`src/hw/rtl/mcg_pkg.sv`:
```
// ----------------------------------------------------------------------------
// Midpoint circle generator package
// Shared widths, codes and payload types of the circle generator.
// ----------------------------------------------------------------------------
`default_nettype none

package mcg_pkg;

  localparam int RADIUS_WIDTH = 9;
  localparam int COORD_WIDTH  = 10;
  localparam int DEC_WIDTH    = RADIUS_WIDTH + 3;
  localparam int PIX_WIDTH    = COORD_WIDTH + 2;
  localparam int CFG_WIDTH    = COORD_WIDTH;
  localparam int CFG_IDX_W    = 1;

  localparam int CENTER_RESET = 200;
  localparam int D_INC_E      = 3;
  localparam int D_INC_SE     = 5;

  localparam int NUM_POINTS   = 8;
  localparam int PT_IDX_W     = $clog2(NUM_POINTS);

  localparam int QDEPTH       = 2;
  localparam int QPTR_W       = $clog2(QDEPTH);
  localparam int QCNT_W       = $clog2(QDEPTH + 1);

  localparam logic FUNC_START = 1'b0;
  localparam logic FUNC_STEP  = 1'b1;

  localparam logic [CFG_IDX_W-1:0] CFG_CENTER_X = 1'b0;
  localparam logic [CFG_IDX_W-1:0] CFG_CENTER_Y = 1'b1;

  typedef struct packed {
    logic                    func;
    logic [RADIUS_WIDTH-1:0] radius;
  } in_item_t;

  typedef struct packed {
    logic signed [PIX_WIDTH-1:0] pixel_x;
    logic signed [PIX_WIDTH-1:0] pixel_y;
    logic                        pixel_valid;
    logic                        done_res;
    logic                        last;
  } out_item_t;

  typedef struct packed {
    logic [RADIUS_WIDTH-1:0] x;
    logic [RADIUS_WIDTH-1:0] y;
    logic                    done;
  } job_t;

endpackage

`default_nettype wire

```
`src/hw/rtl/mcg_front.sv`:
```
// ----------------------------------------------------------------------------
// Circle generator front end
// Accepts commands, loads or advances the octant walker and queues one job per command.
// ----------------------------------------------------------------------------
`default_nettype none

module mcg_front (
  input  wire logic             clk,
  input  wire logic             rst_n,
  input  wire logic             in_push,
  input  mcg_pkg::in_item_t     in_item,
  input  wire logic             q_full,
  output logic                  q_push,
  output mcg_pkg::job_t         q_job
);
  import mcg_pkg::*;

  logic [RADIUS_WIDTH-1:0] oct_x_r, oct_x_nxt;
  logic [RADIUS_WIDTH-1:0] oct_y_r, oct_y_nxt;
  logic [DEC_WIDTH-1:0]    decision_r, decision_nxt;
  logic                    running_r, running_nxt;

  logic                    in_acc;
  logic                    is_start;
  logic                    finished;
  logic [DEC_WIDTH-1:0]    x_twice;
  logic [DEC_WIDTH-1:0]    y_twice;
  logic [DEC_WIDTH-1:0]    d_step;

  assign in_acc   = in_push && !q_full;
  assign is_start = (in_item.func == FUNC_START);
  assign finished = !running_r || (oct_y_r <= oct_x_r);
  assign x_twice  = DEC_WIDTH'(oct_x_r) << 1;
  assign y_twice  = DEC_WIDTH'(oct_y_r) << 1;

  always_comb begin
    if (decision_r[DEC_WIDTH-1]) begin
      d_step = decision_r + x_twice + DEC_WIDTH'(D_INC_E);
    end else begin
      d_step = decision_r + x_twice - y_twice + DEC_WIDTH'(D_INC_SE);
    end
  end

  always_comb begin
    oct_x_nxt    = oct_x_r;
    oct_y_nxt    = oct_y_r;
    decision_nxt = decision_r;
    running_nxt  = running_r;
    q_job        = '0;
    if (in_acc) begin
      if (is_start) begin
        oct_x_nxt    = '0;
        oct_y_nxt    = in_item.radius;
        decision_nxt = DEC_WIDTH'(1) - DEC_WIDTH'(in_item.radius);
        running_nxt  = 1'b1;
        q_job.x      = '0;
        q_job.y      = in_item.radius;
      end else if (finished) begin
        running_nxt  = 1'b0;
        q_job.done   = 1'b1;
      end else begin
        oct_x_nxt    = oct_x_r + RADIUS_WIDTH'(1);
        oct_y_nxt    = decision_r[DEC_WIDTH-1] ? oct_y_r : oct_y_r - RADIUS_WIDTH'(1);
        decision_nxt = d_step;
        q_job.x      = oct_x_nxt;
        q_job.y      = oct_y_nxt;
      end
    end
  end

  assign q_push = in_acc;

  always_ff @(posedge clk) begin
    if (!rst_n) begin
      oct_x_r    <= '0;
      oct_y_r    <= '0;
      decision_r <= '0;
      running_r  <= 1'b0;
    end else begin
      oct_x_r    <= oct_x_nxt;
      oct_y_r    <= oct_y_nxt;
      decision_r <= decision_nxt;
      running_r  <= running_nxt;
    end
  end

  a_start_runs: assert property (@(posedge clk) disable iff (!rst_n)
    (in_acc && is_start) |=> running_r)
    else $error("walker not running after a start");

  a_done_stops: assert property (@(posedge clk) disable iff (!rst_n)
    (q_push && q_job.done) |=> !running_r)
    else $error("walker still running after a done marker");

  a_step_moves_x: assert property (@(posedge clk) disable iff (!rst_n)
    (q_push && !q_job.done && !is_start) |=> (oct_x_r == $past(oct_x_r) + RADIUS_WIDTH'(1)))
    else $error("step did not advance x");

endmodule

`default_nettype wire

```
`src/hw/rtl/mcg_job_queue.sv`:
```
// ----------------------------------------------------------------------------
// Circle generator job queue
// Short first-in first-out queue that decouples the walker from the emitter.
// ----------------------------------------------------------------------------
`default_nettype none

module mcg_job_queue (
  input  wire logic      clk,
  input  wire logic      rst_n,
  input  wire logic      push,
  input  mcg_pkg::job_t  push_job,
  output logic           full,
  input  wire logic      pop,
  output mcg_pkg::job_t  head_job,
  output logic           empty
);
  import mcg_pkg::*;

  job_t              mem_r [QDEPTH];
  logic [QPTR_W-1:0] wr_ptr_r, wr_ptr_nxt;
  logic [QPTR_W-1:0] rd_ptr_r, rd_ptr_nxt;
  logic [QCNT_W-1:0] count_r, count_nxt;
  logic              do_push;
  logic              do_pop;

  assign full     = (count_r == QCNT_W'(QDEPTH));
  assign empty    = (count_r == '0);
  assign do_push  = push && !full;
  assign do_pop   = pop && !empty;
  assign head_job = mem_r[rd_ptr_r];

  always_comb begin
    wr_ptr_nxt = wr_ptr_r;
    rd_ptr_nxt = rd_ptr_r;
    count_nxt  = count_r;
    if (do_push) begin
      wr_ptr_nxt = (wr_ptr_r == QPTR_W'(QDEPTH - 1)) ? '0 : wr_ptr_r + QPTR_W'(1);
    end
    if (do_pop) begin
      rd_ptr_nxt = (rd_ptr_r == QPTR_W'(QDEPTH - 1)) ? '0 : rd_ptr_r + QPTR_W'(1);
    end
    if (do_push && !do_pop) begin
      count_nxt = count_r + QCNT_W'(1);
    end else if (do_pop && !do_push) begin
      count_nxt = count_r - QCNT_W'(1);
    end
  end

  always_ff @(posedge clk) begin
    if (do_push) begin
      mem_r[wr_ptr_r] <= push_job;
    end
  end

  always_ff @(posedge clk) begin
    if (!rst_n) begin
      wr_ptr_r <= '0;
      rd_ptr_r <= '0;
      count_r  <= '0;
    end else begin
      wr_ptr_r <= wr_ptr_nxt;
      rd_ptr_r <= rd_ptr_nxt;
      count_r  <= count_nxt;
    end
  end

  a_count_bound: assert property (@(posedge clk) disable iff (!rst_n)
    count_r <= QCNT_W'(QDEPTH))
    else $error("queue count beyond depth");

  a_no_drop: assert property (@(posedge clk) disable iff (!rst_n)
    !(push && full))
    else $error("job pushed into a full queue");

  a_ptr_gap: assert property (@(posedge clk) disable iff (!rst_n)
    (count_r == '0 || count_r == QCNT_W'(QDEPTH)) |-> (wr_ptr_r == rd_ptr_r))
    else $error("queue pointers out of step with the count");

endmodule

`default_nettype wire

```
`src/hw/rtl/mcg_emitter.sv`:
```
// ----------------------------------------------------------------------------
// Circle generator emitter
// Expands each queued job into eight mirrored screen points or a done marker.
// ----------------------------------------------------------------------------
`default_nettype none

module mcg_emitter (
  input  wire logic                           clk,
  input  wire logic                           rst_n,
  input  wire logic [mcg_pkg::COORD_WIDTH-1:0] center_x,
  input  wire logic [mcg_pkg::COORD_WIDTH-1:0] center_y,
  input  mcg_pkg::job_t                       job,
  input  wire logic                           job_empty,
  output logic                                job_pop,
  output logic                                out_empty,
  input  wire logic                           out_pop,
  output mcg_pkg::out_item_t                  out_item
);
  import mcg_pkg::*;

  logic [PT_IDX_W-1:0]  idx_r, idx_nxt;
  logic                 out_vld_r, out_vld_nxt;
  out_item_t            out_item_r;
  out_item_t            point;
  logic                 load;
  logic                 job_last;
  logic                 swap;
  logic                 neg_a;
  logic                 neg_b;
  logic [PIX_WIDTH-1:0] a_mag;
  logic [PIX_WIDTH-1:0] b_mag;

  assign load     = !job_empty && (!out_vld_r || out_pop);
  assign job_last = job.done || (idx_r == PT_IDX_W'(NUM_POINTS - 1));
  assign job_pop  = load && job_last;

  always_comb begin
    swap  = 1'b0;
    neg_a = 1'b0;
    neg_b = 1'b0;
    case (idx_r)
      3'd1: begin swap = 1'b1; end
      3'd2: begin swap = 1'b1; neg_b = 1'b1; end
      3'd3: begin neg_b = 1'b1; end
      3'd4: begin neg_a = 1'b1; neg_b = 1'b1; end
      3'd5: begin swap = 1'b1; neg_a = 1'b1; neg_b = 1'b1; end
      3'd6: begin swap = 1'b1; neg_a = 1'b1; end
      3'd7: begin neg_a = 1'b1; end
      default: begin swap = 1'b0; end
    endcase
  end

  assign a_mag = swap ? PIX_WIDTH'(job.y) : PIX_WIDTH'(job.x);
  assign b_mag = swap ? PIX_WIDTH'(job.x) : PIX_WIDTH'(job.y);

  always_comb begin
    point = '0;
    if (job.done) begin
      point.done_res = 1'b1;
      point.last     = 1'b1;
    end else begin
      point.pixel_x     = neg_a ? PIX_WIDTH'(center_x) - a_mag : PIX_WIDTH'(center_x) + a_mag;
      point.pixel_y     = neg_b ? PIX_WIDTH'(center_y) + b_mag : PIX_WIDTH'(center_y) - b_mag;
      point.pixel_valid = 1'b1;
      point.last        = job_last;
    end
  end

  always_comb begin
    idx_nxt     = idx_r;
    out_vld_nxt = out_vld_r;
    if (load) begin
      idx_nxt     = job_last ? '0 : idx_r + PT_IDX_W'(1);
      out_vld_nxt = 1'b1;
    end else if (out_pop) begin
      out_vld_nxt = 1'b0;
    end
  end

  always_ff @(posedge clk) begin
    if (load) begin
      out_item_r <= point;
    end
  end

  always_ff @(posedge clk) begin
    if (!rst_n) begin
      idx_r     <= '0;
      out_vld_r <= 1'b0;
    end else begin
      idx_r     <= idx_nxt;
      out_vld_r <= out_vld_nxt;
    end
  end

  assign out_empty = !out_vld_r;
  assign out_item  = out_item_r;

  a_done_single: assert property (@(posedge clk) disable iff (!rst_n)
    (!job_empty && job.done) |-> (idx_r == '0))
    else $error("done marker started in the middle of a point group");

  a_marker_form: assert property (@(posedge clk) disable iff (!rst_n)
    (out_vld_r && out_item_r.done_res) |-> (out_item_r.last && !out_item_r.pixel_valid))
    else $error("done marker malformed");

  a_idx_resets: assert property (@(posedge clk) disable iff (!rst_n)
    job_pop |=> (idx_r == '0))
    else $error("point index not cleared after a job");

endmodule

`default_nettype wire

```
`src/hw/rtl/midpoint_circle_generator_top.sv`:
```
// ----------------------------------------------------------------------------
// Midpoint circle generator
// Rasterizes circles with the midpoint rule and eight-way symmetry.
// ----------------------------------------------------------------------------
// Commands enter through in_push/in_full with in_item (func, radius); a
// transfer takes place when in_push is high and in_full is low. A start
// command loads the octant walker, a step command advances it by one pixel.
// Each command yields eight screen points, or a single done marker once the
// octant is finished or no circle is active. Results leave through
// out_empty/out_pop with out_item; the oldest result waits on out_item while
// out_empty is low. The center registers are written through cfg_we,
// cfg_index and cfg_data and should change only while the block is idle.
// A command's job passes through the job queue and then the output register;
// the output stage delivers one result per cycle while the receiver pops,
// and the walker runs ahead through the two-entry job queue. When the
// receiver stalls, results hold, the queue fills and in_full rises. Reset
// clears the walker, the queue and the output stage and sets both center
// coordinates to 200.
// ----------------------------------------------------------------------------
`default_nettype none

module midpoint_circle_generator_top (
  input  wire logic                           clk,
  input  wire logic                           rst_n,
  input  wire logic                           in_push,
  output logic                                in_full,
  input  mcg_pkg::in_item_t                   in_item,
  output logic                                out_empty,
  input  wire logic                           out_pop,
  output mcg_pkg::out_item_t                  out_item,
  input  wire logic                           cfg_we,
  input  wire logic [mcg_pkg::CFG_IDX_W-1:0]  cfg_index,
  input  wire logic [mcg_pkg::CFG_WIDTH-1:0]  cfg_data
);
  import mcg_pkg::*;

  logic [COORD_WIDTH-1:0] center_x_r;
  logic [COORD_WIDTH-1:0] center_y_r;
  logic                   q_push;
  logic                   q_full;
  logic                   q_pop;
  logic                   q_empty;
  job_t                   q_in_job;
  job_t                   q_head_job;

  always_ff @(posedge clk) begin
    if (!rst_n) begin
      center_x_r <= COORD_WIDTH'(CENTER_RESET);
      center_y_r <= COORD_WIDTH'(CENTER_RESET);
    end else if (cfg_we) begin
      case (cfg_index)
        CFG_CENTER_X: center_x_r <= cfg_data;
        CFG_CENTER_Y: center_y_r <= cfg_data;
        default: center_x_r <= center_x_r;
      endcase
    end
  end

  mcg_front u_front (
    .clk     (clk),
    .rst_n   (rst_n),
    .in_push (in_push),
    .in_item (in_item),
    .q_full  (q_full),
    .q_push  (q_push),
    .q_job   (q_in_job)
  );

  mcg_job_queue u_queue (
    .clk      (clk),
    .rst_n    (rst_n),
    .push     (q_push),
    .push_job (q_in_job),
    .full     (q_full),
    .pop      (q_pop),
    .head_job (q_head_job),
    .empty    (q_empty)
  );

  mcg_emitter u_emitter (
    .clk       (clk),
    .rst_n     (rst_n),
    .center_x  (center_x_r),
    .center_y  (center_y_r),
    .job       (q_head_job),
    .job_empty (q_empty),
    .job_pop   (q_pop),
    .out_empty (out_empty),
    .out_pop   (out_pop),
    .out_item  (out_item)
  );

  assign in_full = q_full;

endmodule

`default_nettype wire

```
`config.mk`:
```
export PLATFORM = sky130hd
export DESIGN_NAME = midpoint_circle_generator_top
export DESIGN_NICKNAME = d
export VERILOG_FILES = /design/src/hw/rtl/mcg_pkg.sv /design/src/hw/rtl/mcg_front.sv /design/src/hw/rtl/mcg_job_queue.sv /design/src/hw/rtl/mcg_emitter.sv /design/src/hw/rtl/midpoint_circle_generator_top.sv
export SDC_FILE = /design/constraint.sdc
export NUM_CORES = 1
export LEC_CHECK = 0
export ABC_AREA = 0
export BUFFER_PORTS_ARGS = -buffer_cell sky130_fd_sc_hd__buf_2
export CAP_MARGIN = 20
export CORE_MARGIN = 8
export CORE_UTILIZATION = 50
export DETAILED_ROUTE_END_ITERATION = 10
export GPL_TIMING_DRIVEN = 0
export HOLD_SLACK_MARGIN = 0.05
export PLACE_DENSITY = 0.7
export SLEW_MARGIN = 5
export SYNTH_ARGS = -nofsm -noshare
export SYNTH_HDL_FRONTEND = slang
export SYNTH_SLANG_ARGS = --single-unit
```
`constraint.sdc`:
```
create_clock -name clk -period 3.9 [get_ports clk]
set_input_delay 0.585 -clock clk [delete_from_list [all_inputs] [get_ports clk]]
set_output_delay 0.585 -clock clk [all_outputs]
set_load 0.005 [all_outputs]
```
# == Yosys cells after proc, flatten, opt, wreduce, memory -nomap -nowiden ==
# Memory sizes are Yosys's and may differ from the RTL's. A register that Yosys moved wholly into a read port is not among the register bits.
# Index checks and enable logic that the tools add are counted.
# totals
reg_bits,86
latch_bits,0
ram_bits,38
mem_bits_ro,0
in_bits,26
out_inout_bits,29
elab_cells,106
mem_count,1
# op_classes
add_sub_neg,16
mul,0
div,0
order_cmp,1
n_eq_ne,10
shift,0
n_mux,35
n_bitwise,1
reduce_logical,26
# memory_table
memory,words,word_bits,read_ports,rd_ports_with_merged_regs,write_ports,line,text
u_queue.mem_r,2,19,1,1,1,mcg_job_queue.sv:19,job_t mem_r [QDEPTH];
# ops
op,count
$mux W9,7
$mux W12,5
$mux W18,2
$add A10 B12 Y12,2
$sub A10 B12 Y12,2
$mux W19,1
$mux W1,17
$add A12 B10 Y12,1
$add A12 B2 Y12 const B,1
$add A12 B3 Y12 const B,1
$eq A3 B3 Y1 const B,4
$reduce_or A4 Y1,3
$sub A12 B10 Y12,1
$sub A1 B9 Y10 const A,1
$add A9 B1 Y9 const B,1
$le A9 B9 Y1,1
$sub A9 B1 Y9 const B,1
$reduce_and A2 Y1,4
$logic_and A1 B1 Y1,7
$eq A3 B2 Y1 const B,2
$logic_not A1 Y1,6
$mux W2,2
$reduce_bool A2 Y1,2
$add A3 B1 Y3 const B,1
other kinds (11),14

# == Longest topological paths before layout ==
# depth
word_depth,8
depth_mapped,17
ltp_nobuf,17

# == Cells and area by module ==
# Synthesis repeated with hierarchy kept, for this count alone.
# unflattened
hier_cells,976
area_unflattened_um2,9022.4
# modules_own_cells
mod,instances,cells_each,area_each_um2,seq_area_each_um2
mcg_front,1,449,3320.7,620.6
mcg_emitter,1,360,3294.4,890.9
mcg_job_queue,1,84,1601.5,1241.2
midpoint_circle_generator_top,1,83,805.8,400.4

# == Worst setup path after synthesis ==
# OpenSTA, ideal clock, no wires.
# synth_timing
kind,reg-to-reg
startpoint,reg u_emitter.idx_r[1]
endpoint,"reg u_emitter.out_item_r, in the netlist u_emitter.out_item[23], data pin"
setup_ps,167
arrival_ps,3688
t_required_ps,3733
path_slack_ps,44
stages_incl_launch_ff,17
path_buffers,1
synth_period_minus_slack_ps,3856
path_cell_list,dfxtp_1 > inv_1 > ha_1 > nor2_1 > clkbuf_1 > mux4_2 > ha_1 > fa_1 > a21oi_1 > o21bai_1 > a21o_1 > a21o_1 > a21o_1 > a21oi_1 > xnor2_1 > nor2_1 > a211oi_1
# synth_via
elab_chain_cells,6
word_cells_on_any_way,14
classes_between,2 x add/sub; 6 x eq/ne; 4 x mux; 2 x reduce/logical
# synth_lines
item,line,text
from (decl),mcg_emitter.sv:21,"logic [PT_IDX_W-1:0] idx_r, idx_nxt;"
from (signal assigned),mcg_emitter.sv:91,idx_r <= idx_nxt;
"$eq A3 B1 Y1, or another cell as far along",mcg_emitter.sv:41,case (idx_r)
$reduce_or A4 Y1 (no source line),--,
$mux W1,mcg_emitter.sv:41,
$mux W9,mcg_emitter.sv:53,assign a_mag = swap ? PIX_WIDTH'(job.y) : PIX_WIDTH'(job.x);
$add A10 B12 Y12 or $sub A10 B12 Y12 (tied branches),mcg_emitter.sv:62,point.pixel_x = neg_a ? PIX_WIDTH'(center_x) - a_mag : PIX_WIDTH'(center_x) + a_mag;
$mux W12 (*),mcg_emitter.sv:62,
to (signal assigned),mcg_emitter.sv:82,out_item_r <= point;
to (decl),mcg_emitter.sv:23,out_item_t out_item_r;
# Mark *: on every way between the ends. The rest lies on a longest branch, timed or not.
# A chain may end at the register's enable or synchronous reset.

# == Final worst setup path ==
# layout_timing
startpoint,reg u_front.oct_x_r[0]
endpoint,reg u_front.decision_r[10]
# layout_via
elab_chain_cells,6
word_cells_on_any_way,11
classes_between,4 x add/sub; 1 x order compare; 1 x eq/ne; 3 x mux; 2 x reduce/logical
# layout_lines
item,line,text
from (decl),mcg_front.sv:18,"logic [RADIUS_WIDTH-1:0] oct_x_r, oct_x_nxt;"
from (signal assigned),mcg_front.sv:80,oct_x_r <= oct_x_nxt;
$add A12 B10 Y12,"mcg_front.sv:38, mcg_front.sv:40",
$sub A12 B10 Y12,mcg_front.sv:40,d_step = decision_r + x_twice - y_twice + DEC_WIDTH'(D_INC_SE);
$add A12 B3 Y12,mcg_front.sv:40,
$mux W12,mcg_front.sv:37,if (decision_r[DEC_WIDTH-1]) begin
$mux W12,mcg_front.sv:58,end else if (finished) begin
$mux W12,mcg_front.sv:51,if (is_start) begin
to (signal assigned),mcg_front.sv:82,decision_r <= decision_nxt;
to (decl),mcg_front.sv:20,"logic [DEC_WIDTH-1:0] decision_r, decision_nxt;"
# Several ways; a longest one is shown, not always the timed one. The select of a mux whose other input is x is not followed.

==> results.yml <==
status:
  outcome: "finished clean"
placed_design:
  hpwl_um: 16630
  portBuffers: 53
  dp.cells: 1212
  gp_congestion: 0.9708
critical_path:
  crit_arrival_ns: 4.21
  cp-end-kind: "flip-flop"
  reg2reg_to: "u_front.decision_r[10]"
  start_kind: "flip-flop"
  cpMaxStageDelayCell: "o41ai_2"
  crit_end: "u_front.decision_r[10]"
  rrSetupSlack_ns: 0.02
  max_stage_delay_ns: 0.41
  crit_fanout: 5
  reg2regPathDepth: 17
  timing_worst_setup_path_type: "flip-flop to flip-flop"
  startpoint: "u_front.oct_x_r[0]"
  critPathRequiredTime_ns: 4.24
  reg2reg_from: "u_front.oct_x_r[0]"
  cp_cell_sequence: "ha_4, inv_2, fa_2, nor2b_4, o22ai_4, xnor2_2, ha_1, ha_4, nand3_2, o211ai_1, o41ai_2, o21ai_2, mux2_4, a41o_1, xnor2_1, a21oi_1, a211oi_1"
  crit_top_cell: "ha_4"
floorplan:
  dieWidth_um: 146.9
  ios: 55
  core_area_um2: 17000
  die-area_um2: 21570
  initial_utilization_pct: 50.38
  core.rowCount: 48
  die_h_um: 146.9
clock_network:
  clk_path_buf_depth: 2
  cts_tree: "yes"
  cts.sinks: 125
  h-tree-depth: 4
  clock-root-buffer: "clkbuf_16"
  path_clk_slew_ns: 0.06
  cts_made_buffers: 17
  clk_latency_ns: 0.43
  cts_hold_buf: 0
global_routing:
  grt_pass1_wl_um: 35070
  met2_usage_pct: 34.33
  grt-ovfl-total: 0
  met3_usage_pct: 4.306
  track_usage_pct: 20.31
  busiest_layer: "met2"
  antenna_found_initial: 0
  grt_pass1_vias: 6917
  grt_max_degree: 32
  grtUsageMet1_pct: 23.22
timing:
  slew_violations: 0
  layout_min_cycle_time_ns: 3.876
  period_share_pct: 99.38
  hold_violations: 0
  hold_slack_ns: 0.4306
  tightest_slew_ns: 0.9202
  grt_setup_unrepaired: "true"
  tns_ns: 0
  slew_headroom_pct: 36.90
  fmax_ghz: 0.2580
  setup_viol: 0
  worst_clock_skew_ns: 0.01058
drt:
  via_per_inst: 5.738
  wl_per_cell_um: 17.66
  ant_nets: 0
  drc_errors: 0
  routed_wl_um: 22220
  firstDrtPassIters: 5
  num_vias: 7218
  drt_first_iter_violations: 536
synth:
  ys_warn_count: 0
  syn_nets: 1052
  postSynth.asyncResetShare_pct: 0
  syn_area_um2: 8563
  yosys_most_used_dff: "edfxtp_1"
  syn-mean-instance-area_um2: 9.188
  netlist_instances: 932
  ys_ff_latch: 125
  synth.top_cell.area_share_pct: 22.79
  yosys-top-cells-area: "edfxtp_1 23%, dfxtp_1 14%, ha_1 13%, a21oi_1 5.0%, mux4_2 4.7%"
  synth_top_cell_by_area: "edfxtp_1"
  synth_edf_count: 65
  synth_cell_type_count: 65
  seq_area_frac_synth_pct: 36.82
power:
  peakVddDrop_uv: 345.8
  powerDensity_nw_per_um2: 671.7
  p_leak_uw: 0.004228
cells_and_area:
  nets: 1140
  stdcell_count: 1258
  antenna_cells: 0
  utilization_pct: 60.20
  final_cell_mix: "94 x nor2_1, 81 x nand2_1, 79 x a21oi_1"
  area_delta_synth_final_pct: 19.48
  drive_above_1_share_pct: 17.62
  layout.cells.most_common: "nor2_1"
flow_run:
  max_cap_violations: 0
hold_path:
  hold_path.class: "primary input to flip-flop"
[synthesized netlist by cell type (14+ instances only)]
cell / number
nor3_1: 31
dfxtp_1: 60
a21oi_1: 85
nand2_1: 82
xor2_1: 14
xnor2_1: 43
inv_1: 77
nand3_1: 25
nor2_1: 97
clkbuf_1: 26
o21ai_0: 46
mux4_2: 18
ha_1: 88
edfxtp_1: 65
[per-stage QoR]
step / power (uW) / cell area, um2 / setup slack (ns)
2_1_floorplan: 4198 / 8563 / 0.04438
3_3_place_gp: 4897 / 9110 / -0.6514
3_5_place_dp: 4959 / 9145 / -0.6693
4_1_cts: 6721 / 9986 / 0.002903
5_1_grt: 7350 / 10230 / -0.1643
6_report: 6872 / 10230 / 0.02432
[how the worst min path moves through the flow]
stage | startpoint | end | slack [ns] | cells past startpoint
after floorplan | u_front.running_r | u_front.running_r | 0.45 | 2
after detailed placement | center_y_r[5] | center_y_r[5] | 0.48 | 2
after global routing | cfg_data[7] | center_y_r[7] | 0.41 | 3
final | cfg_data[3] | center_y_r[3] | 0.43 | 3
after CTS | cfg_data[7] | center_y_r[7] | 0.41 | 3
after global placement | center_y_r[5] | center_y_r[5] | 0.47 | 2
[area by class of cell]
class                           instances  area, um2
Buffer                                 32      135.1
Clock buffer                           21      481.7
Clock inverter                         11      131.4
Fill cell                            1406       6765
Inverter                               78      292.8
Multi-Input combinational cell        697       5318
Sequential cell                       125       3171
Tap cell                              225      281.5
Timing Repair Buffer                   69      420.4
[worst max-delay path: cells and delay by family, from the launching register on]
family	cells	cell delay, ns
flops	1	0.37
fa+ha+maj	4	1.16
buf+inv	1	0.04
xor+xnor	2	0.44
mux	1	0.30
simple gates	2	0.22
compound gates	7	1.28
[sequential cells by signal, indices dropped and copies added (netlist names), named ones only]
register             cells
center_x_r              10
center_y_r              10
u_emitter.idx_r          3
u_emitter.out_item      27
u_emitter.out_vld_r      1
u_front.decision_r      12
u_front.oct_x_r          9
u_front.oct_y_r          9
u_front.running_r        1
u_queue.count_r          2
u_queue.mem_r           38
u_queue.rd_ptr_r         1
u_queue.wr_ptr_r         1
[layer usage]
layer | up-vias | routed length, um
met2 | 248 | 10660
met3 | 71 | 1251
li1 | 3503 | -
met5 | - | 0
met1 | 3396 | 9045
met4 | 0 | 1255
[timing repair]
action / CTS / global route
pin swaps: 18 / 19
gates cloned: 0 / 0
endpoints found under the setup margin: 17 / 7
gates resized for setup: 36 / 33
hold endpoints to repair: 0 / 0
buffers inserted: 9 / 4
[where the power goes]
part           switching (uW)  internal [uW]
Combinational            1820           1520
Clock                     609           1020
Sequential                127           1780
[cell families (layout without fill, tap and decap cells)]
logic type | count (synthesis) | after routing | synth area share, %
fa+ha+maj | 94 | 94 | 14.26
compound gates | 228 | 228 | 16.96
flops | 125 | 125 | 36.82
buf+inv | 110 | 211 | 4.880
simple gates | 292 | 292 | 15.53
mux | 26 | 26 | 5.713
xor+xnor | 57 | 57 | 5.830
Note: power is estimated with default switching activity, not from simulation.
